===== src/design/lbp_pkg.sv =====
// Shared types and constants for the leaky bucket policer.
// No dependencies; used by lbp_div and leaky_bucket_policer_core.
package lbp_pkg;

  localparam int unsigned UNIT_W   = 16;
  localparam int unsigned WAIT_W   = 26;
  localparam int unsigned FRAC_W   = 17;
  localparam int unsigned CMD_W    = 3;
  localparam int unsigned CFG_IDX_W = 2;
  localparam int unsigned DIV_W    = 32;
  localparam int unsigned DIV_CNT_W = 5;
  localparam int unsigned PROD_W   = 2 * UNIT_W;

  localparam logic [UNIT_W-1:0] MS_PER_TICK   = UNIT_W'(1000);
  localparam logic [UNIT_W-1:0] CAP_RST       = UNIT_W'(100);
  localparam logic [UNIT_W-1:0] RATE_RST      = UNIT_W'(10);
  localparam logic [UNIT_W-1:0] INIT_WATER_RST = '0;

  typedef enum logic [CMD_W-1:0] {
    CMD_UPDATE       = 3'd0,
    CMD_CONSUME      = 3'd1,
    CMD_CONSUME_WAIT = 3'd2,
    CMD_CHECK        = 3'd3,
    CMD_RESET        = 3'd4
  } cmd_e;

  typedef enum logic [CFG_IDX_W-1:0] {
    CFG_CAPACITY   = 2'd0,
    CFG_DRAIN_RATE = 2'd1,
    CFG_INIT_WATER = 2'd2
  } cfg_idx_e;

  typedef enum logic [3:0] {
    ST_IDLE,
    ST_DRAIN,
    ST_APPLY,
    ST_WMUL,
    ST_WSTART,
    ST_WWAIT,
    ST_FSTART,
    ST_FWAIT,
    ST_RESP
  } state_e;

  typedef struct packed {
    logic busy;
    logic done;
  } div_stat_t;

endpackage


===== src/design/lbp_div.sv =====
// Radix-2 restoring divider, one quotient bit per cycle, 32 steps.
// Depends on lbp_pkg for widths and the status struct.
module lbp_div (
  input  logic                           clk_i,
  input  logic                           rst_ni,
  input  logic                           start_i,
  input  logic [lbp_pkg::DIV_W-1:0]      dividend_i,
  input  logic [lbp_pkg::UNIT_W-1:0]     divisor_i,
  output logic [lbp_pkg::DIV_W-1:0]      quotient_o,
  output lbp_pkg::div_stat_t             stat_o
);

  logic [lbp_pkg::UNIT_W-1:0]    rem_q, rem_d;
  logic [lbp_pkg::DIV_W-1:0]     quo_q, quo_d;
  logic [lbp_pkg::UNIT_W-1:0]    dvs_q;
  logic [lbp_pkg::DIV_CNT_W-1:0] cnt_q;
  logic                          busy_q, done_q;
  logic [lbp_pkg::UNIT_W:0]      rem_sh, rem_sub;
  logic                          fits;

  // partial remainder stays below the divisor, so 16 bits hold it
  always_comb begin
    rem_sh  = {rem_q, quo_q[lbp_pkg::DIV_W-1]};
    rem_sub = rem_sh - {1'b0, dvs_q};
    fits    = (rem_sh >= {1'b0, dvs_q});
    rem_d   = fits ? rem_sub[lbp_pkg::UNIT_W-1:0] : rem_sh[lbp_pkg::UNIT_W-1:0];
    quo_d   = {quo_q[lbp_pkg::DIV_W-2:0], fits};
  end

  always_ff @(posedge clk_i or negedge rst_ni) begin
    if (!rst_ni) begin
      busy_q <= 1'b0;
      done_q <= 1'b0;
      cnt_q  <= '0;
    end else begin
      done_q <= 1'b0;
      if (start_i) begin
        busy_q <= 1'b1;
        cnt_q  <= '1;
      end else if (busy_q) begin
        cnt_q <= cnt_q - 1'b1;
        if (cnt_q == '0) begin
          busy_q <= 1'b0;
          done_q <= 1'b1;
        end
      end
    end
  end

  always_ff @(posedge clk_i) begin
    if (start_i) begin
      rem_q <= '0;
      quo_q <= dividend_i;
      dvs_q <= divisor_i;
    end else if (busy_q) begin
      rem_q <= rem_d;
      quo_q <= quo_d;
    end
  end

  assign quotient_o  = quo_q;
  assign stat_o.busy = busy_q;
  assign stat_o.done = done_q;

endmodule


===== src/design/leaky_bucket_policer_core.sv =====
// Leaky bucket policer: sequencer, shared 16x16 multiplier and one shared divider.
// Depends on lbp_pkg and lbp_div.
//
// Usage
//  - Input request (cmd, elapsed_ticks, amount, wait limit) is taken on
//    in_valid_i && in_ready_o. One request is handled at a time; in_ready_o is
//    high only while the block is idle.
//  - Result goes out on out_valid_o / out_ready_i and is held in output
//    registers until taken; a stalled receiver simply keeps the block busy.
//  - The radix-2 divider is reused for the wait (overflow * 1000 / rate) and the
//    fill fraction, 32 steps each. The wait is divided only for a consume-with-wait
//    or check that does not fit while the rate is nonzero; the fill division is
//    skipped when capacity is zero.
//  - The drain (ticks * rate) and overflow * 1000 share one registered
//    multiplier.
//  - Configuration: cfg_we_i writes cfg_wdata_i into register cfg_idx_i (0 capacity,
//    1 drain rate, 2 initial water). The user must write only while idle; not enforced.
//  - Reset: capacity 100, rate 10, initial water 0, bucket empty.
module leaky_bucket_policer_core (
  input  logic                              clk_i,
  input  logic                              rst_ni,
  input  logic                              cfg_we_i,
  input  logic [lbp_pkg::CFG_IDX_W-1:0]     cfg_idx_i,
  input  logic [lbp_pkg::UNIT_W-1:0]        cfg_wdata_i,
  input  logic                              in_valid_i,
  output logic                              in_ready_o,
  input  logic [lbp_pkg::CMD_W-1:0]         cmd_i,
  input  logic [lbp_pkg::UNIT_W-1:0]        elapsed_ticks_i,
  input  logic [lbp_pkg::UNIT_W-1:0]        amount_i,
  input  logic [lbp_pkg::WAIT_W-1:0]        wait_limit_i,
  output logic                              out_valid_o,
  input  logic                              out_ready_i,
  output logic                              granted_o,
  output logic                              status_o,
  output logic [lbp_pkg::WAIT_W-1:0]        wait_ms_o,
  output logic                              wait_too_long_o,
  output logic [lbp_pkg::UNIT_W-1:0]        water_level_o,
  output logic [lbp_pkg::UNIT_W-1:0]        available_room_o,
  output logic                              is_full_o,
  output logic                              bucket_empty_o,
  output logic [lbp_pkg::FRAC_W-1:0]        fill_fraction_o
);

  lbp_pkg::state_e state_q, state_d;

  logic [lbp_pkg::UNIT_W-1:0] cap_q, rate_q, init_q;
  logic [lbp_pkg::UNIT_W-1:0] water_q;

  lbp_pkg::cmd_e              cmd_q;
  logic [lbp_pkg::UNIT_W-1:0] ticks_q, amt_q, need_q;
  logic [lbp_pkg::WAIT_W-1:0] max_wait_q;
  logic [lbp_pkg::PROD_W-1:0] prod_q;

  logic                       granted_q, status_q, too_long_q;
  logic [lbp_pkg::WAIT_W-1:0] wait_q;
  logic [lbp_pkg::FRAC_W-1:0] fill_q;

  // sequencer outputs
  logic mul_en, mul_sel_need, div_start, div_sel_fill;

  logic [lbp_pkg::UNIT_W-1:0] mul_a, mul_b;
  logic [lbp_pkg::DIV_W-1:0]  div_dividend, div_quo;
  logic [lbp_pkg::UNIT_W-1:0] div_divisor;
  lbp_pkg::div_stat_t         div_stat;

  // apply-stage datapath
  logic [lbp_pkg::UNIT_W-1:0] w_drained, w_clamped, init_clamped, w_new;
  logic [lbp_pkg::UNIT_W:0]   w_sum;
  logic                       is_use, too_big, fits, need_wait;
  logic [lbp_pkg::WAIT_W-1:0] wait_t;

  // ---------------- configuration registers ----------------
  always_ff @(posedge clk_i or negedge rst_ni) begin
    if (!rst_ni) begin
      cap_q  <= lbp_pkg::CAP_RST;
      rate_q <= lbp_pkg::RATE_RST;
      init_q <= lbp_pkg::INIT_WATER_RST;
    end else if (cfg_we_i) begin
      case (lbp_pkg::cfg_idx_e'(cfg_idx_i))
        lbp_pkg::CFG_CAPACITY:   cap_q  <= cfg_wdata_i;
        lbp_pkg::CFG_DRAIN_RATE: rate_q <= cfg_wdata_i;
        lbp_pkg::CFG_INIT_WATER: init_q <= cfg_wdata_i;
        default: ;
      endcase
    end
  end

  // ---------------- sequencer ----------------
  always_comb begin
    state_d = state_q;
    case (state_q)
      lbp_pkg::ST_IDLE:   if (in_valid_i) state_d = lbp_pkg::ST_DRAIN;
      lbp_pkg::ST_DRAIN:  state_d = lbp_pkg::ST_APPLY;
      lbp_pkg::ST_APPLY:  state_d = (need_wait && rate_q != '0) ? lbp_pkg::ST_WMUL
                                                                : lbp_pkg::ST_FSTART;
      lbp_pkg::ST_WMUL:   state_d = lbp_pkg::ST_WSTART;
      lbp_pkg::ST_WSTART: state_d = lbp_pkg::ST_WWAIT;
      lbp_pkg::ST_WWAIT:  if (div_stat.done) state_d = lbp_pkg::ST_FSTART;
      lbp_pkg::ST_FSTART: state_d = (cap_q == '0) ? lbp_pkg::ST_RESP : lbp_pkg::ST_FWAIT;
      lbp_pkg::ST_FWAIT:  if (div_stat.done) state_d = lbp_pkg::ST_RESP;
      lbp_pkg::ST_RESP:   if (out_ready_i) state_d = lbp_pkg::ST_IDLE;
      default:            state_d = lbp_pkg::ST_IDLE;
    endcase
  end

  always_comb begin
    in_ready_o   = 1'b0;
    out_valid_o  = 1'b0;
    mul_en       = 1'b0;
    mul_sel_need = 1'b0;
    div_start    = 1'b0;
    div_sel_fill = 1'b0;
    case (state_q)
      lbp_pkg::ST_IDLE:   in_ready_o = 1'b1;
      lbp_pkg::ST_DRAIN:  mul_en = 1'b1;
      lbp_pkg::ST_WMUL: begin
        mul_en       = 1'b1;
        mul_sel_need = 1'b1;
      end
      lbp_pkg::ST_WSTART: div_start = 1'b1;
      lbp_pkg::ST_FSTART: begin
        div_start    = (cap_q != '0);
        div_sel_fill = 1'b1;
      end
      lbp_pkg::ST_RESP:   out_valid_o = 1'b1;
      default: ;
    endcase
  end

  always_ff @(posedge clk_i or negedge rst_ni) begin
    if (!rst_ni) begin
      state_q <= lbp_pkg::ST_IDLE;
    end else begin
      state_q <= state_d;
    end
  end

  // ---------------- shared multiplier ----------------
  assign mul_a = mul_sel_need ? need_q : ticks_q;
  assign mul_b = mul_sel_need ? lbp_pkg::MS_PER_TICK : rate_q;

  always_ff @(posedge clk_i) begin
    if (mul_en) begin
      prod_q <= {{lbp_pkg::UNIT_W{1'b0}}, mul_a} * {{lbp_pkg::UNIT_W{1'b0}}, mul_b};
    end
  end

  // ---------------- shared divider ----------------
  assign div_dividend = div_sel_fill ? {water_q, {lbp_pkg::UNIT_W{1'b0}}}
                                     : {{(lbp_pkg::DIV_W-lbp_pkg::WAIT_W){1'b0}},
                                        prod_q[lbp_pkg::WAIT_W-1:0]};
  assign div_divisor  = div_sel_fill ? cap_q : rate_q;

  lbp_div u_div (
    .clk_i      (clk_i),
    .rst_ni     (rst_ni),
    .start_i    (div_start),
    .dividend_i (div_dividend),
    .divisor_i  (div_divisor),
    .quotient_o (div_quo),
    .stat_o     (div_stat)
  );

  assign wait_t = div_quo[lbp_pkg::WAIT_W-1:0];

  // ---------------- drain and command ----------------
  always_comb begin
    w_drained    = ({{lbp_pkg::UNIT_W{1'b0}}, water_q} > prod_q)
                 ? water_q - prod_q[lbp_pkg::UNIT_W-1:0] : '0;
    w_clamped    = (w_drained > cap_q) ? cap_q : w_drained;
    init_clamped = (init_q > cap_q) ? cap_q : init_q;
    w_sum        = {1'b0, w_clamped} + {1'b0, amt_q};
    is_use       = (cmd_q == lbp_pkg::CMD_CONSUME) || (cmd_q == lbp_pkg::CMD_CONSUME_WAIT)
                || (cmd_q == lbp_pkg::CMD_CHECK);
    too_big      = (amt_q > cap_q);
    fits         = (w_sum <= {1'b0, cap_q});
    need_wait    = is_use && !too_big && !fits && (cmd_q != lbp_pkg::CMD_CONSUME);
    w_new        = w_clamped;
    if (cmd_q == lbp_pkg::CMD_RESET) begin
      w_new = init_clamped;
    end else if (is_use && !too_big && fits && cmd_q != lbp_pkg::CMD_CHECK) begin
      w_new = w_sum[lbp_pkg::UNIT_W-1:0];
    end
  end

  always_ff @(posedge clk_i or negedge rst_ni) begin
    if (!rst_ni) begin
      water_q <= lbp_pkg::INIT_WATER_RST;
    end else if (state_q == lbp_pkg::ST_APPLY) begin
      water_q <= w_new;
    end
  end

  always_ff @(posedge clk_i) begin
    case (state_q)
      lbp_pkg::ST_IDLE: begin
        if (in_valid_i) begin
          cmd_q      <= lbp_pkg::cmd_e'(cmd_i);
          ticks_q    <= elapsed_ticks_i;
          amt_q      <= amount_i;
          max_wait_q <= wait_limit_i;
        end
      end
      lbp_pkg::ST_APPLY: begin
        granted_q  <= is_use && !too_big && fits;
        status_q   <= is_use && too_big;
        wait_q     <= '0;
        too_long_q <= 1'b0;
        need_q     <= w_sum[lbp_pkg::UNIT_W-1:0] - cap_q;
        // zero rate: the wait is unbounded
        if (need_wait && rate_q == '0) begin
          if (cmd_q == lbp_pkg::CMD_CONSUME_WAIT) begin
            too_long_q <= 1'b1;
          end else begin
            wait_q <= '1;
          end
        end
      end
      lbp_pkg::ST_WWAIT: begin
        if (div_stat.done) begin
          if (cmd_q != lbp_pkg::CMD_CONSUME_WAIT) begin
            wait_q <= wait_t;
          end else if (wait_t > max_wait_q) begin
            too_long_q <= 1'b1;
          end else begin
            wait_q <= wait_t;
          end
        end
      end
      lbp_pkg::ST_FSTART: begin
        if (cap_q == '0) begin
          fill_q <= '0;
        end
      end
      lbp_pkg::ST_FWAIT: begin
        if (div_stat.done) begin
          fill_q <= div_quo[lbp_pkg::FRAC_W-1:0];
        end
      end
      default: ;
    endcase
  end

  // ---------------- result ----------------
  assign granted_o        = granted_q;
  assign status_o         = status_q;
  assign wait_ms_o        = wait_q;
  assign wait_too_long_o  = too_long_q;
  assign water_level_o    = water_q;
  assign available_room_o = cap_q - water_q;
  assign is_full_o        = (water_q >= cap_q);
  assign bucket_empty_o   = (water_q == '0);
  assign fill_fraction_o  = fill_q;

endmodule


===== config.mk =====
export PLATFORM = sky130hd
export DESIGN_NAME = leaky_bucket_policer_core
export DESIGN_NICKNAME = d
export VERILOG_FILES = /design/src/design/lbp_pkg.sv /design/src/design/lbp_div.sv /design/src/design/leaky_bucket_policer_core.sv
export SDC_FILE = /design/constraint.sdc
export NUM_CORES = 1
export LEC_CHECK = 0
export ABC_AREA = 1
export BUFFER_PORTS_ARGS = -buffer_cell sky130_fd_sc_hd__buf_2
export CORE_MARGIN = 2
export CORE_UTILIZATION = 60
export CTS_CLUSTER_SIZE = 16
export DETAILED_ROUTE_END_ITERATION = 6
export GPL_TIMING_DRIVEN = 1
export PLACE_DENSITY_LB_ADDON = 0.2
export SKIP_CTS_REPAIR_TIMING = 1
export SYNTH_ARGS = -nofsm -noshare
export SYNTH_HDL_FRONTEND = slang
export SYNTH_SLANG_ARGS = --single-unit

===== constraint.sdc =====
create_clock -name clk_i -period 8.45 [get_ports clk_i]
set_clock_uncertainty 0.2 [all_clocks]
set_input_delay 0.4225 -clock clk_i [delete_from_list [all_inputs] [get_ports clk_i]]
set_output_delay 0.4225 -clock clk_i [all_outputs]
set_load 0.1 [all_outputs]

==> results of run 1 <==
[cell families (layout without fill, tap and decap cells)]
family	after synthesis	count (layout)	synth area share
compound gates	442	442	0.0948
xor+xnor	86	86	0.0284
fa+ha+maj	460	460	0.274
buf+inv	664	918	0.0962
flops	294	294	0.313
other cells	0	1	0
simple gates	1247	1248	0.194
[synthesized netlist by cell type, drive strengths merged]
library cell / number
o31ai: 7
o41ai: 1
nand3b: 4
inv: 588
nor2: 318
o21a: 9
a31o: 1
fa: 199
nor4: 9
clkinv: 5
nand2: 715
a21oi: 171
and3: 1
a211oi: 2
dfrtp: 70
o2111ai: 2
o22ai: 15
a21o: 12
xnor2: 32
xor2: 54
nand3: 121
dfxtp: 16
or2: 4
ha: 261
a311oi: 1
nor3: 20
a21boi: 4
nand4: 50
o211ai: 22
a221oi: 1
clkbuf: 43
a22oi: 1
edfxtp: 203
a31oi: 5
o21ai: 181
o21bai: 7
buf: 28
and2: 5
dfstp: 5
[cell type report]
type	instances	area [um^2]
repair buffers	261	1710
diodes	1	2.50
clock inverters	18	170
well taps	585	732
clock buffers	46	960
fillers	3619	13600
inverters	593	2230
multi-input cells	2236	15700
flip-flops and latches	294	8300
[worst max-delay path: cells and delay by family (launching register included)]
| kind | cells | cell delay (ps) |
|---|---|---|
| buffers and inverters | 8 | 810 |
| AND/OR/NAND/NOR | 25 | 3270 |
| flip-flops | 1 | 420 |
| adder cells (fa/ha/maj) | 6 | 1600 |
| AO/OA/AOI/OAI | 7 | 1330 |
[metrics by stage]
step	util	setup slack (ps)	hold slack [ps]
final	0.687	678	-36.1
after global routing	0.687	87.5	2.39
after CTS	0.671	464	-198
after detailed placement	0.644	473	257
after global placement	0.644	612	244
after floorplan	-	1400	-73.1
[final timing paths]
check | end | slack, ps | from | cells past startpoint
min in group asynchronous | u_div.cnt_q[1] | 370 | rst_ni | 2
max reg2reg | water_level_o[6] | 680 | water_level_o[0] | 46
min reg2reg | u_div.rem_q[15] | 270 | u_div.rem_q[15] | 2
max | water_level_o[6] | 680 | water_level_o[0] | 46
max in group asynchronous | init_q[9] | 7020 | rst_ni | 2
min | state_q[3] | -40 | out_ready_i | 4
[placed cells by master (no fill, tap or decap), types with 5 or more instances in the layout]
| cell | count |
|---|---|
| nor2_1 | 313 |
| o21bai_1 | 7 |
| nor4_1 | 9 |
| nand2_1 | 711 |
| dfxtp_1 | 16 |
| inv_1 | 583 |
| a21oi_1 | 169 |
| o211ai_1 | 22 |
| dfrtp_1 | 70 |
| a21o_1 | 12 |
| clkinv_2 | 5 |
| xnor2_1 | 32 |
| clkbuf_1 | 9 |
| o21a_1 | 9 |
| clkbuf_16 | 37 |
| o21ai_2 | 20 |
| buf_2 | 164 |
| ha_1 | 261 |
| edfxtp_1 | 203 |
| dfstp_2 | 5 |
| o31ai_1 | 7 |
| o21ai_0 | 151 |
| nand4_1 | 49 |
| dlygate4sd3_1 | 63 |
| fa_1 | 199 |
| and2_1 | 5 |
| o21ai_1 | 10 |
| xor2_1 | 54 |
| clkinv_1 | 9 |
| nand3_1 | 116 |
| buf_4 | 34 |
| a31oi_1 | 5 |
| nor3_1 | 17 |
| o22ai_1 | 15 |
[flip-flops by register name, indices dropped and copies added, names as in the netlist, 3 cells and up]
signal / flops
u_div.dvs_q: 16
need_q: 16
cap_q: 16
state_q: 4
u_div.rem_q: 16
u_div.cnt_q: 5
cmd_q: 3
max_wait_q: 26
wait_ms_o: 26
rate_q: 16
ticks_q: 16
u_div.quotient_o: 32
fill_fraction_o: 17
water_level_o: 16
prod_q: 32
amt_q: 16
init_q: 16
[routing by layer]
metal / GRT usage / up-vias / wire, um
met5: 0 / - / 0
met4: 0.137 / 0 / 3590
met3: 0.0746 / 208 / 8730
met2: 0.586 / 1298 / 38800
met1: 0.513 / 11243 / 35300
li1: - / 10735 / -
==> results.txt, run 1 <==
gr usage total = 0.372
Max stage delay cell, worst path = nand2_2
critical path type = reg -> reg
Setup violations, final = 0
vias in the first global route = 22786
core area = 43400 um^2
Synth warnings = 0
DRT iter0 DRCs = 2471
Startpoint Class = flip-flop
Yosys top cell area share = 0.230
Root Buffer = clkbuf_16
Post-Layout Cell Count = 4034
Port Buffers = 165
Vias = 23484
final-report hold violation count = 7
Final HPWL DP = 67.8 mm
initial antenna violation count = 0
Yosys reg bits = 294
placed instance area = 27900 um^2
Max-Cap Viols = 0
Worst Hold Slack = -36.1 ps
worst path arrival time = 8020 ps
# rows = 76
Layout Nets = 3965
Placed Cells incl. Taps = 3900
Synth area leaders = edfxtp_1, fa_1, ha_1
Yosys top cell by area = edfxtp_1
CTS Buf Count = 35
register area share after synthesis = 0.313
Worst-Margin Slew = 1400 ps
Final GP Congestion = 1.08
Syn Inst Count = 3193
CTS sink count = 294
CP Max Fanout = 20
layout cells sized above 1 = 0.0885
CTS tree = yes
die width = 214 um
Mapped Nets = 3737
most used cell along the critical path = nand2_1
fin crit share = 0.920
Final ANT Viol Nets = 0
P&R area growth vs syn = 12.4%
drt first pass iters = 7
cell area after synthesis = 26500 um^2
Fmax = 0.129 GHz
setup TNS = 0 ps
Hold Path Class = in -> reg
slew margin rel. = 0.0645
IO Pins = 166
Final Critical Period = 7770 ps
Total Wirelength = 86.4 mm
RSZ-0062 raised after global routing = no
GRT overflow = 0
worst skew pair latency = 570 ps
CP required = 8700 ps
delay of the slowest critical-path stage = 470 ps
die height = 214 um
run status = finished, violations left
Worst-path clk slew = 60 ps
drt wl/cell = 21.4 um
Longest Clk Path Bufs = 3
largest net degree at the start of global routing = 76
Avg Vias per Cell = 5.82
design area = 29800 um^2
post-synthesis average cell area = 8.30 um^2
failing checks = negative hold slack
CP Capture Type = flip-flop
Slew Viols, Final = 0
first-pass GRT wire length = 131 mm
Synth cell types = 54
DRC Markers = 0
H-tree Lvls = 2
Die ar. = 45800 um^2
Initial Util = 0.611
Power of run 1 is not shown: default switching activity piles up to over one toggle a cycle in this logic, so the estimate is an artifact.
==> run 2, diff against run 1 <==
--- a/config.mk
+++ b/config.mk
@@ -8,7 +8,7 @@
 export ABC_AREA = 1
 export BUFFER_PORTS_ARGS = -buffer_cell sky130_fd_sc_hd__buf_2
 export CORE_MARGIN = 2
-export CORE_UTILIZATION = 60
+export CORE_UTILIZATION = 30
 export CTS_CLUSTER_SIZE = 16
 export DETAILED_ROUTE_END_ITERATION = 6
 export GPL_TIMING_DRIVEN = 1
==> run 2 against run 1 <==
Against the previous run: the run now ends clean; sequential cell count stayed put; global-route usage shrank 16 points; non-clock buffer count grew 11; fmax up 1.8%; critical path depth fell by 23; sequential share of layout area down 0.85 points; register-to-register slack improved by 140 ps; critical path type unchanged.
==> results.txt, run 2 (synthesized netlist as in run 1, its figures left out) <==
Port Buffers = 165 (unchanged)
H-tree Lvls = 2 (unchanged)
Register Area = 8300 um^2 (unchanged)
vias in the first global route = 22165 (was 22786)
CP Max Fanout = 19 (was 20)
cell chain of the critical path = nor2_1 -> inv_1 -> nor2_2 -> inv_2 -> o21ai_0 -> inv_1 -> nand2_1 -> fa_1 -> fa_1 -> fa_1 -> inv_1 -> fa_1 -> inv_1 -> fa_1 -> inv_1 -> fa_1 -> ha_1 -> a21oi_1 -> a21boi_0 -> nand3_1 -> a21boi_0 -> o21ai_0 -> xor2_1
Hold Startpoint = cfg_wdata_i[0] (was out_ready_i)
Final HPWL DP = 76.5 mm (was 67.8 mm)
Worst R2R Start = state_q[3] (was water_level_o[0])
Die ar. = 90700 um^2 (was 45800 um^2)
first-pass GRT wire length = 141 mm (was 131 mm)
drt first pass iters = 7 (unchanged)
run status = finished, final reports clean (was finished, violations left)
Longest Clk Path Bufs = 3 (unchanged)
initial antenna violation count = 3 (was 0)
Final GP Congestion = 0.939 (was 1.08)
Final ANT Viol Nets = 0 (unchanged)
GRT overflow = 0 (unchanged)
Root Buffer = clkbuf_16 (unchanged)
core area = 87200 um^2 (was 43400 um^2)
fin crit share = 0.903 (was 0.920)
P&R area growth vs syn = 15.9% (was 12.4%)
Worst-Margin Slew = 1190 ps (was 1400 ps)
Worst Hold Slack = 26.0 ps (was -36.1 ps)
commonest cells after routing, fill and taps aside = nand2_1, inv_1, nor2_1, ha_1, edfxtp_1 (unchanged)
CP required = 8550 ps (was 8700 ps)
most used cell along the critical path = fa_1 (was nand2_1)
CP Capture Type = flip-flop (unchanged)
DRT iter0 DRCs = 1467 (was 2471)
RSZ-0062 raised after global routing = no (unchanged)
CTS tree = yes (unchanged)
Multi-input gate area = 15700 um^2 (about the same)
worst skew pair latency = 560 ps (was 570 ps)
die height = 301 um (was 214 um)
reg-to-reg slack, setup = 820 ps (was 680 ps)
CTS Buf Count = 36 (was 35)
Placement Setup Slack = 585 ps (was 473 ps)
DRC Markers = 0 (unchanged)
# rows = 108 (was 76)
Total Wirelength = 94.5 mm (was 86.4 mm)
Avg Vias per Cell = 4.77 (was 5.82)
IO Pins = 166 (unchanged)
Hold Path Class = in -> reg (unchanged)
drt wl/cell = 20.5 um (was 21.4 um)
Slew Viols, Final = 0 (unchanged)
delay of the slowest critical-path stage = 610 ps (was 470 ps)
Startpoint Class = flip-flop (unchanged)
Max-Cap Viols = 0 (unchanged)
layout cells sized above 1 = 0.0919 (was 0.0885)
Vias = 22006 (was 23484)
largest net degree at the start of global routing = 76 (unchanged)
final-report hold violation count = 0 (was 7)
worst path arrival time = 7740 ps (was 8020 ps)
Initial Util = 0.304 (was 0.611)
CTS sink count = 294 (unchanged)
Max stage delay cell, worst path = o21ai_0 (was nand2_2)
gr usage total = 0.209 (was 0.372)
Fillers = 9203 (was 3619)
Setup violations, final = 0 (unchanged)
final worst-path setup slack = 816 ps (was 678 ps)
Layout Nets = 3977 (was 3965)
setup TNS = 0 ps (unchanged)
Final Critical Period = 7630 ps (was 7770 ps)
Worst-path clk slew = 60 ps (about the same)
fin util = 0.352 (was 0.687)
Worst setup startpoint = state_q[3] (was water_level_o[0])
critical path type = reg -> reg (unchanged)
die width = 301 um (was 214 um)
slew margin rel. = 0.205 (was 0.0645)
most common cell after layout, fill and taps aside = nand2_1 (unchanged)
Fmax = 0.131 GHz (was 0.129 GHz)
-- run 2: worst paths after layout --
kind / endpoint / depth (start not counted)
setup / recovery: prod_q[19] / 23
hold / removal: cap_q[0] / 3
setup reg to reg: prod_q[19] / 23
hold reg to reg: u_div.rem_q[10] / 2
max in group asynchronous: rate_q[6] / 2
min in group asynchronous: init_q[14] / 2
-- run 2: critical path: cells and delay by family, from the launching register on --
kind | cells | cell delay, ps
and+or+nand+nor | 4 | 1000
AOI/OAI and AO/OA | 5 | 1470
DFF | 1 | 400
adders and majority gates | 7 | 3320
xor gates and xnor gates | 1 | 150
buffers and inverters | 6 | 810
-- run 2: layer usage --
layer,vias to the layer above,track usage,wire (um)
met4,0,0.0566,2510
met1,10626,0.282,43200
met3,108,0.0282,4360
met5,-,0,0
li1,10738,-,-
met2,534,0.350,44400
-- run 2: through the flow --
stage / cell area (um^2) / std cells
finish: 30700 / 4618
global route: 30700 / 4617
CTS: 30000 / 4549
detailed placement: 28800 / 4484
global placement: 28800 / 4484
floorplan: 26500 / 3193
-- run 2: area by class of cell --
class	instances	area share
clock buffer	50	0.0317
inverter	593	0.0726
tap	1155	0.0471
multi-input combinational	2236	0.510
sequential	294	0.270
antenna	3	0.000244
timing repair buffer	272	0.0582
clock inverter	15	0.00966
Power of run 2 is left out for the same reason.
